[src/rtl/kpc_pkg.sv]
package kpc_pkg;

  // Key byte values that mark a held key
  localparam logic [7:0] KEY_LOW  = 8'h04;
  localparam logic [7:0] KEY_HIGH = 8'h40;

  // Event codes
  localparam logic [3:0] EV_NONE  = 4'd0;
  localparam logic [3:0] EV_KEY1  = 4'd1;
  localparam logic [3:0] EV_KEY2  = 4'd2;
  localparam logic [3:0] EV_KEY3  = 4'd3;
  localparam logic [3:0] EV_KEY4  = 4'd4;
  localparam logic [3:0] EV_KEY5  = 4'd5;
  localparam logic [3:0] EV_KEY6  = 4'd6;
  localparam logic [3:0] EV_KEY7  = 4'd7;
  localparam logic [3:0] EV_KEY8  = 4'd8;
  localparam logic [3:0] EV_LONG5 = 4'd9;
  localparam logic [3:0] EV_LONG3 = 4'd10;
  localparam logic [3:0] EV_LONG4 = 4'd11;
  localparam logic [3:0] EV_LONG1 = 4'd12;

  // Long keys in scan order: key 1, key 3, key 4, key 5
  localparam int NUM_LONG = 4;
  localparam logic [3:0] LK_SHORT_CODE [NUM_LONG] = '{EV_KEY1, EV_KEY3, EV_KEY4, EV_KEY5};
  localparam logic [3:0] LK_LONG_CODE  [NUM_LONG] = '{EV_LONG1, EV_LONG3, EV_LONG4, EV_LONG5};

  // Configuration register indexes
  localparam logic [1:0] REG_LONG_PRESS   = 2'd0;
  localparam logic [1:0] REG_REPEAT_START = 2'd1;
  localparam logic [1:0] REG_REPEAT_GAP   = 2'd2;

  // Configuration reset values
  localparam logic [7:0] LONG_PRESS_RST   = 8'd200;
  localparam logic [7:0] REPEAT_START_RST = 8'd220;
  localparam logic [7:0] REPEAT_GAP_RST   = 8'd15;

  typedef struct packed {
    logic [7:0] long_press_ticks;
    logic [7:0] repeat_start_ticks;
    logic [7:0] repeat_gap;
  } cfg_t;

endpackage

[src/rtl/kpc_keys.sv]
module kpc_keys (
  input  logic             clk,
  input  logic             rst_n,
  input  logic             step,
  input  logic [7:0]       scan_byte0,
  input  logic [7:0]       scan_byte1,
  input  logic [7:0]       scan_byte2,
  input  logic [7:0]       scan_byte3,
  input  kpc_pkg::cfg_t    cfg,
  output logic [3:0]       event_code
);
  import kpc_pkg::*;

  // Long keys: count, armed short event, lock
  logic [7:0] lk_cnt_r  [NUM_LONG];
  logic [7:0] lk_cnt_nxt[NUM_LONG];
  logic [7:0] lk_inc    [NUM_LONG];
  logic [NUM_LONG-1:0] lk_pend_r, lk_pend_nxt;
  logic [NUM_LONG-1:0] lk_lock_r, lk_lock_nxt;
  logic [NUM_LONG-1:0] lk_held, lk_fire;
  logic [3:0]          lk_code [NUM_LONG];

  // Edge keys: key 2, key 8
  logic [1:0] ek_lock_r, ek_lock_nxt;
  logic [1:0] ek_held, ek_fire;

  // Repeat keys: key 6, key 7
  logic [7:0] rk_cnt_r  [2];
  logic [7:0] rk_cnt_nxt[2];
  logic [7:0] rk_inc1   [2];
  logic [7:0] rk_inc2   [2];
  logic [1:0] rk_pend_r, rk_pend_nxt;
  logic [1:0] rk_act_r, rk_act_nxt;
  logic [1:0] rk_held, rk_fire;

  // Decode held keys from the scan bytes
  assign lk_held[0] = (scan_byte0 == KEY_LOW);
  assign lk_held[1] = (scan_byte1 == KEY_LOW);
  assign lk_held[2] = (scan_byte1 == KEY_HIGH);
  assign lk_held[3] = (scan_byte2 == KEY_LOW);
  assign ek_held[0] = (scan_byte0 == KEY_HIGH);
  assign ek_held[1] = (scan_byte3 == KEY_HIGH);
  assign rk_held[0] = (scan_byte2 == KEY_HIGH);
  assign rk_held[1] = (scan_byte3 == KEY_LOW);

  // Long keys: short on release, long at threshold then lock
  always_comb begin
    for (int i = 0; i < NUM_LONG; i++) begin
      lk_inc[i]      = lk_cnt_r[i] + 8'd1;
      lk_cnt_nxt[i]  = lk_cnt_r[i];
      lk_pend_nxt[i] = lk_pend_r[i];
      lk_lock_nxt[i] = lk_lock_r[i];
      lk_fire[i]     = 1'b0;
      lk_code[i]     = LK_SHORT_CODE[i];
      if (!lk_held[i]) begin
        lk_lock_nxt[i] = 1'b0;
        lk_cnt_nxt[i]  = 8'd0;
        if (lk_pend_r[i]) begin
          lk_pend_nxt[i] = 1'b0;
          lk_fire[i]     = 1'b1;
        end
      end else if (!lk_lock_r[i]) begin
        lk_cnt_nxt[i]  = lk_inc[i];
        lk_pend_nxt[i] = 1'b1;
        if (lk_inc[i] >= cfg.long_press_ticks) begin
          lk_pend_nxt[i] = 1'b0;
          lk_lock_nxt[i] = 1'b1;
          lk_cnt_nxt[i]  = 8'd0;
          lk_fire[i]     = 1'b1;
          lk_code[i]     = LK_LONG_CODE[i];
        end
      end
    end
  end

  // Edge keys: fire on press, lock until release
  always_comb begin
    for (int i = 0; i < 2; i++) begin
      ek_fire[i]     = ek_held[i] && !ek_lock_r[i];
      ek_lock_nxt[i] = ek_held[i];
    end
  end

  // Repeat keys: short on release, double-step count while repeating
  always_comb begin
    for (int i = 0; i < 2; i++) begin
      rk_inc1[i]     = rk_cnt_r[i] + 8'd1;
      rk_inc2[i]     = rk_inc1[i] + 8'd1;
      rk_cnt_nxt[i]  = rk_cnt_r[i];
      rk_pend_nxt[i] = rk_pend_r[i];
      rk_act_nxt[i]  = rk_act_r[i];
      rk_fire[i]     = 1'b0;
      if (!rk_held[i]) begin
        rk_cnt_nxt[i] = 8'd0;
        rk_act_nxt[i] = 1'b0;
        if (rk_pend_r[i]) begin
          rk_pend_nxt[i] = 1'b0;
          rk_fire[i]     = 1'b1;
        end
      end else begin
        rk_pend_nxt[i] = 1'b1;
        rk_cnt_nxt[i]  = rk_inc1[i];
        if ((rk_inc1[i] > cfg.repeat_start_ticks) || rk_act_r[i]) begin
          rk_act_nxt[i] = 1'b1;
          rk_cnt_nxt[i] = rk_inc2[i];
          if (rk_inc2[i] > cfg.repeat_gap) begin
            rk_cnt_nxt[i] = 8'd0;
            rk_fire[i]    = 1'b1;
          end
        end
      end
    end
  end

  // Pick the event of the last key in order that fired
  always_comb begin
    event_code = EV_NONE;
    if (lk_fire[0]) event_code = lk_code[0];
    if (ek_fire[0]) event_code = EV_KEY2;
    if (lk_fire[1]) event_code = lk_code[1];
    if (lk_fire[2]) event_code = lk_code[2];
    if (lk_fire[3]) event_code = lk_code[3];
    if (rk_fire[0]) event_code = EV_KEY6;
    if (rk_fire[1]) event_code = EV_KEY7;
    if (ek_fire[1]) event_code = EV_KEY8;
  end

  // Advance key state once per transaction
  always_ff @(posedge clk) begin
    if (!rst_n) begin
      for (int i = 0; i < NUM_LONG; i++) lk_cnt_r[i] <= 8'd0;
      for (int i = 0; i < 2; i++) rk_cnt_r[i] <= 8'd0;
      lk_pend_r <= '0;
      lk_lock_r <= '0;
      ek_lock_r <= '0;
      rk_pend_r <= '0;
      rk_act_r  <= '0;
    end else if (step) begin
      for (int i = 0; i < NUM_LONG; i++) lk_cnt_r[i] <= lk_cnt_nxt[i];
      for (int i = 0; i < 2; i++) rk_cnt_r[i] <= rk_cnt_nxt[i];
      lk_pend_r <= lk_pend_nxt;
      lk_lock_r <= lk_lock_nxt;
      ek_lock_r <= ek_lock_nxt;
      rk_pend_r <= rk_pend_nxt;
      rk_act_r  <= rk_act_nxt;
    end
  end

endmodule

[src/rtl/keypad_press_classifier.sv]
// Each input transaction passes through the input register, then the result
// register; key classification sits between the two.
// Throughput: one transaction per cycle while out_ready is high; while a result
// waits, the input register can still take one transaction.
// Reset: synchronous active-low rst_n clears all key state and both stages,
// and loads the thresholds with 200, 220 and 15.
module keypad_press_classifier (
  input  logic       clk,
  input  logic       rst_n,
  input  logic       in_valid,
  output logic       in_ready,
  input  logic [7:0] in_scan_byte0,
  input  logic [7:0] in_scan_byte1,
  input  logic [7:0] in_scan_byte2,
  input  logic [7:0] in_scan_byte3,
  output logic       out_valid,
  input  logic       out_ready,
  output logic [3:0] out_event_code,
  input  logic       cfg_we,
  input  logic [1:0] cfg_addr,
  input  logic [7:0] cfg_wdata
);
  import kpc_pkg::*;

  cfg_t       cfg_r, cfg_nxt;
  logic       s1_valid_r, s1_valid_nxt;
  logic [7:0] s1_byte0_r, s1_byte1_r, s1_byte2_r, s1_byte3_r;
  logic       out_valid_r, out_valid_nxt;
  logic [3:0] out_code_r;
  logic [3:0] event_code;
  logic       in_fire, advance;

  // Configuration register writes
  always_comb begin
    cfg_nxt = cfg_r;
    if (cfg_we) begin
      case (cfg_addr)
        REG_LONG_PRESS:   cfg_nxt.long_press_ticks   = cfg_wdata;
        REG_REPEAT_START: cfg_nxt.repeat_start_ticks = cfg_wdata;
        REG_REPEAT_GAP:   cfg_nxt.repeat_gap         = cfg_wdata;
        default:          cfg_nxt = cfg_r;
      endcase
    end
  end

  always_ff @(posedge clk) begin
    if (!rst_n) begin
      cfg_r.long_press_ticks   <= LONG_PRESS_RST;
      cfg_r.repeat_start_ticks <= REPEAT_START_RST;
      cfg_r.repeat_gap         <= REPEAT_GAP_RST;
    end else begin
      cfg_r <= cfg_nxt;
    end
  end

  // Handshake: move the staged transaction when the result register frees
  assign advance  = s1_valid_r && (!out_valid_r || out_ready);
  assign in_ready = !s1_valid_r || advance;
  assign in_fire  = in_valid && in_ready;

  always_comb begin
    s1_valid_nxt = s1_valid_r;
    if (in_fire) s1_valid_nxt = 1'b1;
    else if (advance) s1_valid_nxt = 1'b0;
    out_valid_nxt = out_valid_r;
    if (advance) out_valid_nxt = 1'b1;
    else if (out_ready) out_valid_nxt = 1'b0;
  end

  always_ff @(posedge clk) begin
    if (!rst_n) begin
      s1_valid_r  <= 1'b0;
      out_valid_r <= 1'b0;
    end else begin
      s1_valid_r  <= s1_valid_nxt;
      out_valid_r <= out_valid_nxt;
    end
  end

  // Hold input payload and result payload
  always_ff @(posedge clk) begin
    if (in_fire) begin
      s1_byte0_r <= in_scan_byte0;
      s1_byte1_r <= in_scan_byte1;
      s1_byte2_r <= in_scan_byte2;
      s1_byte3_r <= in_scan_byte3;
    end
    if (advance) out_code_r <= event_code;
  end

  kpc_keys u_keys (
    .clk        (clk),
    .rst_n      (rst_n),
    .step       (advance),
    .scan_byte0 (s1_byte0_r),
    .scan_byte1 (s1_byte1_r),
    .scan_byte2 (s1_byte2_r),
    .scan_byte3 (s1_byte3_r),
    .cfg        (cfg_r),
    .event_code (event_code)
  );

  assign out_valid      = out_valid_r;
  assign out_event_code = out_code_r;

endmodule

[config.mk]
export PLATFORM = sky130hd
export DESIGN_NAME = keypad_press_classifier
export DESIGN_NICKNAME = d
export VERILOG_FILES = /design/src/rtl/kpc_pkg.sv /design/src/rtl/kpc_keys.sv /design/src/rtl/keypad_press_classifier.sv
export SDC_FILE = /design/constraint.sdc
export NUM_CORES = 1
export LEC_CHECK = 0
export BUFFER_PORTS_ARGS = -buffer_cell sky130_fd_sc_hd__clkbuf_2
export CAP_MARGIN = 20
export CORE_MARGIN = 2
export CORE_UTILIZATION = 60
export CTS_BUF_LIST = sky130_fd_sc_hd__clkbuf_16
export CTS_CLUSTER_SIZE = 30
export DETAILED_ROUTE_END_ITERATION = 8
export PLACE_DENSITY = 0.82
export SETUP_SLACK_MARGIN = 0.4
export SLEW_MARGIN = 0
export SYNTH_ARGS = -nofsm -noshare
export SYNTH_HDL_FRONTEND = slang
export SYNTH_SLANG_ARGS = --single-unit
[constraint.sdc]
create_clock -name clk -period 6.8 [get_ports clk]
set_input_delay 1.36 -clock clk [delete_from_list [all_inputs] [get_ports clk]]
set_output_delay 1.36 -clock clk [all_outputs]
set_load 0.05 [all_outputs]
After elaboration in Yosys (flattened, before gate mapping)
Memory sizes are Yosys's and may differ from the RTL's.
Cells that the tools add are included.
- bits in registers: 76
- memory bits (writable): 48
- input bits: 47
- output and inout port bits: 6
- logic and storage cells: 184
- memories kept: 2
- memory list (name ; words ; bits a word ; read ports ; clocked after memory_dff ; write ports ; line ; RTL):
    u_keys.lk_cnt_r ; 4 ; 8 ; 4 ; 0 ; 4 ; kpc_keys.sv:15 ; logic [7:0] lk_cnt_r [NUM_LONG];
    u_keys.rk_cnt_r ; 2 ; 8 ; 2 ; 0 ; 2 ; kpc_keys.sv:28 ; logic [7:0] rk_cnt_r [2];
- $add $sub $neg: 8
- magnitude comparators: 8
- eq/ne operators: 16
- mux-type cells: 101
- bitwise logic cells: 6
- reductions and logical operators: 24
- operators with widths (kind ; number):
    $mux 8 ; 24
    $mux 4 ; 19
    $add 8x1->8 const B ; 8
    $mux 1 ; 58
    $eq 8x3->1 const B ; 4
    $eq 8x7->1 const B ; 4
    $ge 8x8->1 ; 4
    $gt 8x8->1 ; 4
    $reduce_and 2->1 ; 9
    $ne 2x2->1 const B ; 6
    $or 1x1->1 ; 6
    $logic_and 1x1->1 ; 4
    $logic_not 1->1 ; 4
    $logic_or 1x1->1 ; 4
    $reduce_bool 2->1 ; 2
    $eq 2x1->1 const B ; 1
    $eq 2x2->1 const B ; 1
    $logic_not 2->1 ; 1

Logic depth before layout (Yosys ltp)
Gate-level depths: netlist (run 1).
- word-level depth: 12
- depth in mapped cells: 14
- mapped depth without buffers: 14

By module
A second synthesis (run 1) with hierarchy kept.
- cell total of the unflattened synthesis: 719
- area, all modules: 7462.2 µm²
- modules (own cells, without submodules) (module ; instances ; cells an instance ; area each (µm²) ; seq. area each (µm²)):
    kpc_keys ; 1 ; 578 ; 5317.6 ; 1721.7
    keypad_press_classifier ; 1 ; 141 ; 2144.6 ; 1601.5

Worst setup path before layout (run 1)
No wires, ideal clock.
- path type: reg2reg
- from: memory u_keys.rk_cnt_r[1][0] (netlist: u_keys.rk_cnt_r[0][8])
- to: register out_code_r[3] (netlist: out_event_code[3]) (data pin)
- setup time: 0.255 ns
- arrival: 3.042 ns
- data required time: 6.545 ns
- path slack: 3.503 ns
- stages on the path, launching flop included: 14
- path buffers: 0
- clock period less this slack: 3.297 ns
- cell sequence: edfxtp_1 inv_1 ha_1 nor3_2 and3_1 nand3_1 xnor2_1 ha_1 nand4_1 a21oi_1 o22a_1 nor3b_1 a211oi_2 a31o_1
- RTL lines (item ; line ; RTL):
    from (decl) ; kpc_keys.sv:28 ;
    to (signal assigned) ; keypad_press_classifier.sv:88 ; if (advance) out_code_r <= event_code;
    to (decl) ; keypad_press_classifier.sv:29 ; logic [3:0] out_code_r;

==> results of run 1 <==
registers in the layout, summed over array words and instances (netlist names), 8 cells and up:
signal / flops
s1_byte0_r: 8
s1_byte1_r: 8
s1_byte3_r: 8
s1_byte2_r: 8
u_keys.lk_cnt_r: 32
u_keys.rk_cnt_r: 16
cfg_r: 24
stage by stage:
step	std cells	cell area [µm²]	power, mW	hold slack (ns)	util
final	927	8230	1.90	0.467	0.691
after floorplan	706	7260	1.02	0.434	-
after global routing	927	8230	1.98	0.486	0.691
after global placement	895	7670	1.07	0.443	0.644
after CTS	927	8230	1.91	0.465	0.691
after detailed placement	895	7670	1.08	0.458	0.644
cells in the mapped netlist, drive strengths merged, types with 2 or more instances:
cell type and number:
o31ai 3, o22a 2, o21ai 27, a211oi 3
or3 2, a31oi 4, nand2b 4, ha 72
a22oi 5, buf 3, xor2 23, nor3 8
a21boi 3, a32oi 2, nor3b 7, xnor2 27
a21oi 42, mux2i 6, nand4b 5, a21o 3
nand4 17, nor2b 43, and4b 2, nand3b 6
o211ai 15, nand2 62, and3 13, o21a 2
nor2 55, nand3 39, edfxtp 84, and2 4
nor4 7, clkbuf 10, dfxtp 40, inv 40
o221a 3
worst register-to-register path, cell delays in order (launching register included):
cell	delay (ns)
edfxtp_1	0.50
inv_1	0.17
ha_1	0.39
nor3_2	0.32
and3_1	0.29
nand3_1	0.11
xnor2_1	0.23
ha_1	0.30
a21oi_1	0.13
o21ai_0	0.10
o22a_1	0.33
nor2_1	0.44
nand3_1	0.15
a21oi_1	0.23
layout make-up:
type,instances,area share
timing repair buffer,55,0.0344
clock inverter,12,0.00624
clock buffer,20,0.0608
inverter,40,0.0183
tap,147,0.0224
multi-input combinational,529,0.454
sequential,124,0.404
report_power, final:
| group | internal [mW] | total (mW) | switching, mW | leakage [nW] |
|---|---|---|---|---|
| Combinational | 0.0802 | 0.204 | 0.124 | 1.97 |
| Sequential | 0.842 | 0.865 | 0.0239 | 1.19 |
| Clock | 0.518 | 0.831 | 0.313 | 0.298 |
| Total | 1.44 | 1.90 | 0.461 | 3.46 |
per-layer routing:
layer	GRT usage	wire length [µm]	vias up
li1	-	-	2706
met1	0.333	6760	2657
met2	0.417	7520	210
met3	0.0659	1140	35
met4	0.121	415	0
met5	0	0	-
cells in the final DEF (no fill, tap or decap), types with 17 or more instances in the layout:
master	n
dfxtp_1	40
nand4_1	17
inv_1	41
ha_1	72
a21oi_1	42
clkbuf_2	52
edfxtp_1	84
o21ai_0	26
clkbuf_16	20
nor2_1	55
nor2b_1	43
nand3_1	39
xnor2_1	24
xor2_1	23
nand2_1	62
worst max path at each step:
stage	cells after the start	startpoint	endpoint	slack (ns)
finish	13	u_keys.rk_cnt_r[0][8]	u_keys.rk_cnt_r[0][9]	2.93
global route	13	u_keys.rk_cnt_r[0][8]	u_keys.rk_cnt_r[0][9]	2.62
CTS	13	u_keys.rk_cnt_r[0][8]	out_event_code[3]	3.00
detailed placement	13	u_keys.rk_cnt_r[0][8]	out_event_code[3]	3.02
global placement	13	u_keys.rk_cnt_r[0][0]	out_event_code[3]	3.14
floorplan	13	u_keys.rk_cnt_r[0][8]	out_event_code[3]	3.50
cell families (layout without fill, tap and decap cells):
group | after synthesis | count (layout) | synth area share
muxes | 6 | 6 | 0.00827
and+or+nand+nor | 276 | 276 | 0.203
adders and majority gates | 72 | 72 | 0.124
AOI/OAI and AO/OA | 125 | 125 | 0.115
DFF | 124 | 124 | 0.458
xor gates and xnor gates | 50 | 50 | 0.0634
buffers and inverters | 53 | 127 | 0.0283
==> out/qor.csv, run 1 <==
stage,metric,value,unit
finish,nets,886,
clock_tree,worst skew pair latency,0.42,ns
timing,Worst Tran Pin Value,0.933,ns
placed_design,Final HPWL DP,11700,µm
route,final WL,15800,µm
worst_setup_path,Register-to-Register Path Depth,13,
synth,synth top area cells,"edfxtp_1, ha_1, dfxtp_1",
timing,"Slew Viols, Final",0,
timing,RSZ-0062 raised after global routing,false,
route,drt first pass iters,5,
synth,Post-synth EDFFs,84,
route,Final ANT Viol Nets,0,
timing,worst rel slew slack,0.378,
clock_tree,H-tree lvl count,4,
synth,"Async S/R FF share, synth",0,
pwr,P_leak,3.46,nW
worst_setup_path,Worst R2R Start,u_keys.rk_cnt_r[0][8],
clock_tree,Clock transition at path regs,0.05,ns
worst_setup_path,WP buf/inv,1,
placed_design,pre-CTS setup slack,3.02,ns
outcome,status,finished clean,
worst_setup_path,CP Class,reg2reg,
worst_setup_path,Worst path top cell family by delay,simple AND/OR/NAND/NOR gates,
synth,Seq cells post-synth,124,
global_route,grt ovf,0,
synth,Synth Flop Type,edfxtp_1,
worst_setup_path,R2R setup slack,2.93,ns
clock_tree,CTS Hold Buffers Added,0,
timing,Max Clock Skew,0.00637,ns
route,# DRC,0,
worst_setup_path,CP endpoint kind,flop,
clock_tree,Root Buffer,clkbuf_16,
floorplanning,Initial Util,0.610,
global_route,GR Util All Layers,0.260,
pwr,maximum VDD drop,0.000217,V
min_path,hold path cells,2,
floorplanning,Ports,53,
floorplanning,row count,40,
clock_tree,"Setup Fix Bufs, Post-CTS",0,
floorplanning,Total Die Area,13000,µm²
placed_design,GP Congestion,0.968,
floorplanning,core area,11900,µm²
route,vias per cell,6.05,
worst_setup_path,Worst Path Arrival,4.10,ns
synth,Syn Nets,825,
finish,Area Overhead vs Synth,13.3,%
timing,clock period minus worst slack,3.87,ns
worst_setup_path,worst-path fanout max,8,
finish,Sequential Area,3320,µm²
clock_tree,clk sinks,124,
timing,# setup viols final,0,
synth,Yosys Warn Count,0,
timing,final period utilization,0.570,
timing,Final Hold Fails,0,
global_route,vias in the first global route,5529,
floorplanning,Die Ht,114,µm
timing,final worst slack,2.93,ns
worst_setup_path,slowest cell delay on critical path,0.50,ns
timing,fmax,258,MHz
finish,Diodes inserted,0,
synth,Synth cell types,61,
worst_setup_path,critical path required time,7.02,ns
worst_setup_path,slowest CP cell,edfxtp_1,
placed_design,PortBufs,52,
worst_setup_path,reg2reg end,u_keys.rk_cnt_r[0][9],
finish,layout cells sized above 1,0.133,
global_route,first-pass GRT wire length,26400,µm
clock_tree,clk buf depth,2,
min_path,HP Class,reg2reg,
global_route,initial antenna violation count,0,
clock_tree,CTS tree,done,
global_route,largest net degree at the start of global routing,52,
synth,Synth area leader,edfxtp_1,
worst_setup_path,"critical path, cell by cell",inv_1 > ha_1 > nor3_2 > and3_1 > nand3_1 > xnor2_1 > ha_1 > a21oi_1 > o21ai_0 > o22a_1 > nor2_1 > nand3_1 > a21oi_1,
route,initial drt markers,391,
synth,Mapped Avg Cell Area,10.3,µm²
timing,Setup TNS,0,ns
finish,Layout fillers,855,
clock_tree,number of buffers created by CTS,17,
pwr,Power Density,231,nW/µm²
min_path,hold path start,u_keys.rk_pend_r[0],
synth,Synth top area share,0.347,
synth,post-synthesis cell area,7260,µm²
min_path,Hold Crit Endpoint,u_keys.rk_pend_r[0],
worst_setup_path,Setup crit start kind,flop,
clock_tree,cts repair resizes,0,
synth,Mapped Cells,706,
route,DR vias,5608,
route,Routed WL per cell,17.1,µm
run,max-cap viol count,0,
synth,fraction of the yosys area taken by sequential cells,0.458,
finish,Multi-input gate area,3730,µm²
floorplanning,Horiz. Die Dim,114,µm
Power figures use the tool's default switching activity.
==> run 2, diff against run 1 <==
--- a/config.mk
+++ b/config.mk
@@ -5,6 +5,7 @@
 export SDC_FILE = /design/constraint.sdc
 export NUM_CORES = 1
 export LEC_CHECK = 0
+export ABC_AREA = 1
 export BUFFER_PORTS_ARGS = -buffer_cell sky130_fd_sc_hd__clkbuf_2
 export CAP_MARGIN = 20
 export CORE_MARGIN = 2
==> constraint.sdc (replaced) <==
create_clock -name clk -period 3.6 [get_ports clk]
set_input_delay 0.72 -clock clk [delete_from_list [all_inputs] [get_ports clk]]
set_output_delay 0.72 -clock clk [all_outputs]
set_load 0.05 [all_outputs]
==> run 2 against run 1 <==
Critical path depth increased by 1. Combinational power increased by 140%. Utilization increased by 5.0 points. Clock-buffer cell count decreased by 1. Flip-flop and latch count unchanged. Fmax increased by 19%. Area after synthesis increased by 3.2%. Hold slack improved by 0.0048 ns. Die area increased by 3.1%. Sequential share of layout area decreased by 3.3 points. Cell area increased by 9.0%.
==> out/qor.csv, run 2 <==
stage,metric,value,unit,change
pwr,switching share of total power,0.256,,was 0.242
timing,final worst slack,0.356,ns,was 2.93 ns
synth,Post-synth EDFFs,84,,unchanged
finish,Diodes inserted,0,,unchanged
synth,synth top area cells,"edfxtp_1, ha_1, dfxtp_1",,unchanged
timing,# setup viols final,0,,unchanged
clock_tree,Root Buffer,clkbuf_16,,unchanged
timing,"Slew Viols, Final",0,,unchanged
floorplanning,Die Ht,116,µm,was 114 µm
placed_design,PortBufs,52,,unchanged
outcome,status,finished clean,,unchanged
min_path,HP Class,in2reg,,was reg2reg
route,vias per cell,5.51,,was 6.05
global_route,grt ovf,0,,unchanged
synth,Synth Flop Type,edfxtp_1,,unchanged
synth,synth cell count leaders,"nand2_1, inv_1, nor2_1",,"was edfxtp_1, ha_1, nand2_1"
timing,RSZ-0062 raised after global routing,true,,was false
pwr,power share of the sequential group,0.438,,was 0.455
worst_setup_path,Setup crit start kind,flop,,unchanged
synth,Yosys Warn Count,0,,unchanged
global_route,initial antenna violation count,0,,unchanged
timing,worst rel slew slack,0.358,,was 0.378
clock_tree,H-tree lvl count,4,,unchanged
placed_design,pre-CTS setup slack,0.230,ns,was 3.02 ns
worst_setup_path,Worst Path Arrival,3.50,ns,was 4.10 ns
worst_setup_path,slowest CP cell,edfxtp_1,,unchanged
clock_tree,clk buf depth,2,,unchanged
synth,post-synthesis cell area,7490,µm²,was 7260 µm²
finish,most frequent cells in the layout,"nand2_1, inv_1, nor2_1, edfxtp_1, ha_1",,"was edfxtp_1, ha_1, nand2_1, nor2_1, clkbuf_2"
synth,Mapped Cells,855,,was 706
timing,Worst Tran Pin Value,0.961,ns,was 0.933 ns
synth,Seq cells post-synth,124,,unchanged
route,Routed WL per cell,15.7,µm,was 17.1 µm
route,DR vias,6232,,was 5608
synth,top-count cell post-synth,nand2_1,,was edfxtp_1
global_route,first-pass GRT wire length,26400,µm,about the same
finish,Top Registers,"u_keys.lk_cnt_r (32), cfg_r (24), u_keys.rk_cnt_r (16)",,unchanged
placed_design,Final HPWL DP,11500,µm,was 11700 µm
clock_tree,number of buffers created by CTS,17,,unchanged
timing,Max Clock Skew,0.00760,ns,was 0.00637 ns
synth,Synth top area share,0.337,,was 0.347
worst_setup_path,Most common cell on crit path,nand2_2,,
worst_setup_path,slowest cell delay on critical path,0.48,ns,was 0.50 ns
worst_setup_path,Register-to-Register Path Depth,14,,was 13
synth,"Async S/R FF share, synth",0,,unchanged
timing,Final Hold Fails,0,,unchanged
route,Final ANT Viol Nets,0,,unchanged
worst_setup_path,"critical path, cell by cell",buf_6 > ha_4 > nor3_4 > nand3_2 > nor2_2 > nand2_2 > xor2_2 > ha_1 > nand2_2 > nor2_4 > nand4_1 > a21oi_2 > nand2_1 > a21oi_1,,was inv_1 > ha_1 > nor3_2 > and3_1 > nand3_1 > xnor2_1 > ha_1 > a21oi_1 > o21ai_0 > o22a_1 > nor2_1 > nand3_1 > a21oi_1
finish,layout cells sized above 1,0.182,,was 0.133
finish,nets,1069,,was 886
min_path,hold path cells,1,,was 2
synth,Synth cell types,49,,was 61
floorplanning,row count,40,,unchanged
global_route,GR Util All Layers,0.255,,was 0.260
worst_setup_path,worst-path fanout max,8,,unchanged
min_path,hold path start,in_scan_byte0[4],,was u_keys.rk_pend_r[0]
finish,"most common cell after layout, fill and taps aside",nand2_1,,was edfxtp_1
synth,Mapped Avg Cell Area,8.77,µm²,was 10.3 µm²
finish,fin cells,1131,,was 927
floorplanning,Initial Util,0.619,,was 0.610
finish,Area Overhead vs Synth,19.6,%,was 13.3%
global_route,largest net degree at the start of global routing,31,,was 52
pwr,Power Density,418,nW/µm²,was 231 nW/µm²
timing,clock period minus worst slack,3.24,ns,was 3.87 ns
clock_tree,CTS tree,done,,unchanged
pwr,combinational power share,0.133,,was 0.108
placed_design,GP Congestion,0.868,,was 0.968
timing,final period utilization,0.901,,was 0.570
worst_setup_path,CP Class,reg2reg,,unchanged
clock_tree,clk sinks,124,,unchanged
pwr,internal power,2.79,mW,was 1.44 mW
floorplanning,Horiz. Die Dim,116,µm,was 114 µm
synth,Syn Nets,974,,was 825
finish,Largest register FFs,32,,unchanged
worst_setup_path,critical path required time,3.85,ns,was 7.02 ns
worst_setup_path,R2R setup slack,0.36,ns,was 2.93 ns
route,initial drt markers,493,,was 391
synth,fraction of the yosys area taken by sequential cells,0.443,,was 0.458
timing,Setup TNS,0,ns,unchanged
route,drt first pass iters,5,,unchanged
clock_tree,Clock transition at path regs,0.06,ns,was 0.05 ns
pwr,Psw,0.961,mW,was 0.461 mW
worst_setup_path,reg2reg end,u_keys.rk_cnt_r[0][2],,was u_keys.rk_cnt_r[0][9]
global_route,vias in the first global route,5904,,was 5529
route,# DRC,0,,unchanged
worst_setup_path,Worst R2R Start,u_keys.rk_cnt_r[0][1],,was u_keys.rk_cnt_r[0][8]
clock_tree,worst skew pair latency,0.42,ns,about the same
floorplanning,Total Die Area,13400,µm²,was 13000 µm²
run,max-cap viol count,0,,unchanged
pwr,P_leak,4.26,nW,was 3.46 nW
floorplanning,Ports,53,,unchanged
worst_setup_path,CP endpoint kind,flop,,unchanged
pwr,Tot Pwr,3.75,mW,was 1.90 mW
placed_design,Placed Cells,1075,,was 895
route,final WL,17800,µm,was 15800 µm
min_path,Hold Crit Endpoint,s1_byte0_r[4],,was u_keys.rk_pend_r[0]
pwr,clock power share,0.429,,was 0.437
finish,Top reg by flops,u_keys.lk_cnt_r,,unchanged
synth,Synth area leader,edfxtp_1,,unchanged
clock_tree,CTS Hold Buffers Added,0,,unchanged
timing,fmax,308,MHz,was 258 MHz
pwr,maximum VDD drop,0.000372,V,was 0.000217 V
floorplanning,core area,12100,µm²,was 11900 µm²
==> run 2: final cells by class <==
cell class | instances | area (µm²)
repair buffers | 83 | 508
clock inverters | 13 | 81.3
clock buffers | 19 | 475
multi-input cells | 581 | 3830
fillers | 807 | 3150
flip-flops and latches | 124 | 3320
well taps | 168 | 210
inverters | 143 | 537
==> run 2: worst max-delay path, delay by kind of cell, from the launching register on <==
| family | cells | cell delay (ns) |
|---|---|---|
| compound gates | 2 | 0.57 |
| fa+ha+maj | 2 | 0.60 |
| xor+xnor | 1 | 0.16 |
| simple gates | 8 | 1.10 |
| buf+inv | 1 | 0.17 |
| flops | 1 | 0.48 |
==> run 2: power by group through the flow <==
stage	registers (mW)	logic [mW]	clock network [mW]
floorplan	1.66	0.300	0
global placement	1.66	0.410	0
detailed placement	1.67	0.425	0
CTS	1.64	0.441	1.60
global route	1.65	0.556	1.67
finish	1.64	0.499	1.61
==> run 2: how the worst max path moves through the flow <==
stage / from / endpoint / cells after the start
after floorplan: u_keys.rk_cnt_r[0][0] / out_event_code[2] / 19
final: u_keys.rk_cnt_r[0][1] / u_keys.rk_cnt_r[0][2] / 14
after CTS: u_keys.rk_cnt_r[0][8] / out_event_code[2] / 19
after global routing: u_keys.rk_cnt_r[0][1] / out_event_code[2] / 19
after global placement: u_keys.rk_cnt_r[0][8] / out_event_code[2] / 19
after detailed placement: u_keys.rk_cnt_r[0][8] / out_event_code[2] / 19
==> run 2: cells by family (layout without fill, tap and decap cells) <==
family | after synthesis | after routing | synth area share
simple gates | 358 | 358 | 0.217
buf+inv | 150 | 258 | 0.0751
flops | 124 | 124 | 0.443
compound gates | 111 | 111 | 0.0855
fa+ha+maj | 72 | 72 | 0.120
xor+xnor | 38 | 38 | 0.0564
mux | 2 | 2 | 0.00267
==> run 2: routing by layer <==
metal / GRT usage / up-vias / routed length [µm] / share of wire
met3: 0.0560 / 52 / 1170 / 0.066
met2: 0.434 / 255 / 8750 / 0.49
met1: 0.312 / 2910 / 7360 / 0.41
met5: 0 / - / 0 / 0
li1: - / 3015 / - / -
met4: 0.117 / 0 / 519 / 0.029
==> run 2: per-stage QoR <==
stage,utilization,area [µm²],hold WS [ns]
global route,0.740,8970,0.466
global placement,0.660,7990,0.452
CTS,0.711,8610,0.467
detailed placement,0.660,7990,0.458
floorplan,-,7490,0.445
finish,0.740,8970,0.472
==> run 2: timing repair <==
item | in CTS | in global routing
gates resized for setup | 2 | 49
pin swaps | 0 | 32
setup buffers | 6 | 18
hold endpoints to repair | 0 | 0
endpoints found under the setup margin | 10 | 21
==> run 3, diff against run 2 <==
--- a/config.mk
+++ b/config.mk
@@ -9,11 +9,11 @@
 export BUFFER_PORTS_ARGS = -buffer_cell sky130_fd_sc_hd__clkbuf_2
 export CAP_MARGIN = 20
 export CORE_MARGIN = 2
-export CORE_UTILIZATION = 60
+export CORE_UTILIZATION = 39
 export CTS_BUF_LIST = sky130_fd_sc_hd__clkbuf_16
 export CTS_CLUSTER_SIZE = 30
 export DETAILED_ROUTE_END_ITERATION = 8
-export PLACE_DENSITY = 0.82
+export PLACE_DENSITY = 0.59
 export SETUP_SLACK_MARGIN = 0.4
 export SLEW_MARGIN = 0
 export SYNTH_ARGS = -nofsm -noshare
==> run 3 against run 2 <==
Clock power increased by 4%. Cell area increased by 0.42%. Final cell count increased by 5.3%. Die area increased by 52%. Sequential power about the same. Fmax increased by 5.9%. Power increased by 0.80%. Hold slack got worse by 0.0059 ns. First-iteration DRC count decreased by 44%. Wire length decreased by 8.3%. Global-route usage decreased by 9.0 points. Combinational power decreased by 5.2%. Critical path type unchanged. Largest cell class unchanged.
==> out/qor.csv, run 3 (same netlist as run 2, synthesis figures left out) <==
stage,metric,value,unit,change
outcome,status,finished clean,,unchanged
pwr,power share of the sequential group,0.434,,was 0.438
route,Final ANT Viol Nets,0,,unchanged
worst_setup_path,worst-path fanout max,4,,was 8
floorplanning,Total Die Area,20300,µm²,was 13400 µm²
pwr,Psw,0.941,mW,was 0.961 mW
timing,Final Hold Fails,0,,unchanged
worst_setup_path,CP Class,reg2reg,,unchanged
timing,Setup TNS,0,ns,unchanged
clock_tree,clk buf depth,2,,unchanged
route,drt first pass iters,5,,unchanged
timing,worst rel slew slack,0.383,,was 0.358
clock_tree,Root Buffer,clkbuf_16,,unchanged
route,Routed WL per cell,13.7,µm,was 15.7 µm
floorplanning,Die Ht,143,µm,was 116 µm
global_route,largest net degree at the start of global routing,33,,was 31
worst_setup_path,Register-to-Register Path Depth,19,,was 14
timing,fmax,326,MHz,was 308 MHz
min_path,hold path cells,2,,was 1
worst_setup_path,CP endpoint kind,flop,,unchanged
floorplanning,Initial Util,0.399,,was 0.619
timing,final period utilization,0.851,,was 0.901
global_route,first-pass GRT wire length,26200,µm,was 26400 µm
pwr,internal power,2.84,mW,was 2.79 mW
pwr,maximum VDD drop,0.000356,V,was 0.000372 V
pwr,Power Density,420,nW/µm²,was 418 nW/µm²
timing,Worst Tran Pin Value,0.923,ns,was 0.961 ns
pwr,clock power share,0.441,,was 0.429
clock_tree,CTS Hold Buffers Added,0,,unchanged
timing,final worst slack,0.536,ns,was 0.356 ns
worst_setup_path,critical path required time,3.78,ns,was 3.85 ns
worst_setup_path,R2R setup slack,0.54,ns,was 0.36 ns
timing,clock period minus worst slack,3.06,ns,was 3.24 ns
timing,Max Clock Skew,0.00816,ns,was 0.00760 ns
worst_setup_path,slowest CP cell,edfxtp_1,,unchanged
pwr,P_leak,4.24,nW,was 4.26 nW
placed_design,PortBufs,52,,unchanged
clock_tree,worst skew pair latency,0.42,ns,about the same
global_route,GR Util All Layers,0.165,,was 0.255
placed_design,Final HPWL DP,12000,µm,was 11500 µm
finish,"most common cell after layout, fill and taps aside",nand2_1,,unchanged
min_path,HP Class,reg2reg,,was in2reg
floorplanning,Ports,53,,unchanged
finish,Layout Utilization,0.480,,was 0.740
timing,"Slew Viols, Final",0,,unchanged
clock_tree,clk sinks,124,,unchanged
clock_tree,Clock transition at path regs,0.05,ns,was 0.06 ns
finish,nets,1063,,was 1069
timing,# setup viols final,0,,unchanged
run,max-cap viol count,0,,unchanged
finish,fin cells,1191,,was 1131
route,# DRC,0,,unchanged
finish,Top reg by flops,u_keys.lk_cnt_r,,unchanged
finish,Top Registers,"u_keys.lk_cnt_r (32), cfg_r (24), u_keys.rk_cnt_r (16)",,unchanged
worst_setup_path,Setup crit start kind,flop,,unchanged
floorplanning,row count,50,,was 40
global_route,initial antenna violation count,0,,unchanged
route,initial drt markers,275,,was 493
worst_setup_path,Worst Path Arrival,3.24,ns,was 3.50 ns
worst_setup_path,slowest cell delay on critical path,0.49,ns,was 0.48 ns
placed_design,Placed Cells,1140,,was 1075
pwr,combinational power share,0.125,,was 0.133
timing,RSZ-0062 raised after global routing,false,,was true
clock_tree,H-tree lvl count,4,,unchanged
finish,Area Overhead vs Synth,20.1,%,was 19.6%
finish,layout cells sized above 1,0.176,,was 0.182
route,DR vias,5723,,was 6232
pwr,switching share of total power,0.249,,was 0.256
placed_design,pre-CTS setup slack,0.272,ns,was 0.230 ns
worst_setup_path,"critical path, cell by cell",buf_6 > nand3_4 > nor3b_4 > nand2_2 > xor2_4 > buf_4 > xor2_2 > ha_1 > a21oi_2 > o21a_1 > nand2_1 > nand2_2 > nor2_1 > nand2_1 > nand2_2 > nor2_4 > nand3_2 > nand2_1 > inv_1,,was buf_6 > ha_4 > nor3_4 > nand3_2 > nor2_2 > nand2_2 > xor2_2 > ha_1 > nand2_2 > nor2_4 > nand4_1 > a21oi_2 > nand2_1 > a21oi_1
floorplanning,core area,18800,µm²,was 12100 µm²
global_route,vias in the first global route,5336,,was 5904
floorplanning,Horiz. Die Dim,143,µm,was 116 µm
clock_tree,CTS tree,done,,unchanged
finish,Diodes inserted,0,,unchanged
finish,Largest register FFs,32,,unchanged
global_route,grt ovf,0,,unchanged
finish,Layout fillers,1784,,was 807
clock_tree,number of buffers created by CTS,17,,unchanged
finish,most frequent cells in the layout,"nand2_1, inv_1, nor2_1, edfxtp_1, ha_1",,unchanged
route,vias per cell,4.81,,was 5.51
placed_design,GP Congestion,0.815,,was 0.868
route,final WL,16300,µm,was 17800 µm
[run 3: area by class of cell]
type	count	area, µm²	share of cell area
multi-input combinational	581	3830	0.425
sequential	124	3320	0.369
inverter	143	537	0.0596
timing repair buffer	77	452	0.0502
clock buffer	17	425	0.0472
tap	234	293	0.0325
clock inverter	15	144	0.0160
[run 3: final timing paths]
kind,startpoint,end
setup / recovery,u_keys.rk_cnt_r[0][8],out_event_code[2]
hold / removal,u_keys.ek_lock_r[1],u_keys.ek_lock_r[1]
setup reg to reg,u_keys.rk_cnt_r[0][8],out_event_code[2]
hold reg to reg,u_keys.ek_lock_r[1],u_keys.ek_lock_r[1]
[run 3: critical path, delay by kind of cell (launching register included)]
family / cells / cell delay, ns
fa+ha+maj: 1 / 0.33
compound gates: 2 / 0.26
simple gates: 11 / 1.07
flops: 1 / 0.49
buf+inv: 3 / 0.34
xor+xnor: 2 / 0.34
[run 3: routing by layer]
layer	wire, µm	global-route usage	vias up
met5	0	0	-
met4	327	0.0677	0
met3	483	0.0285	20
met2	7350	0.250	84
met1	8160	0.235	2610
li1	-	-	3009
[run 3: repair_timing]
item | CTS | global route
gates resized for setup | 1 | 45
buffers inserted | 5 | 14
endpoints found under the setup margin | 7 | 20
pin swaps | 0 | 23
[run 3: power by group through the flow]
stage / combinational [mW] / clock [mW] / sequential, mW
final: 0.473 / 1.67 / 1.64
after detailed placement: 0.427 / 0 / 1.67
after global placement: 0.423 / 0 / 1.67
after global routing: 0.542 / 1.76 / 1.65
after CTS: 0.436 / 1.70 / 1.64
after floorplan: 0.300 / 0 / 1.66
[run 3: through the flow]
step                      power, mW  hold slack (ns)  cell area, µm²
after detailed placement       2.10            0.458            8070
after floorplan                1.96            0.445            7490
after global routing           3.95            0.462            9000
final                          3.78            0.466            9000
after global placement         2.09            0.454            8070
after CTS                      3.77            0.461            8680
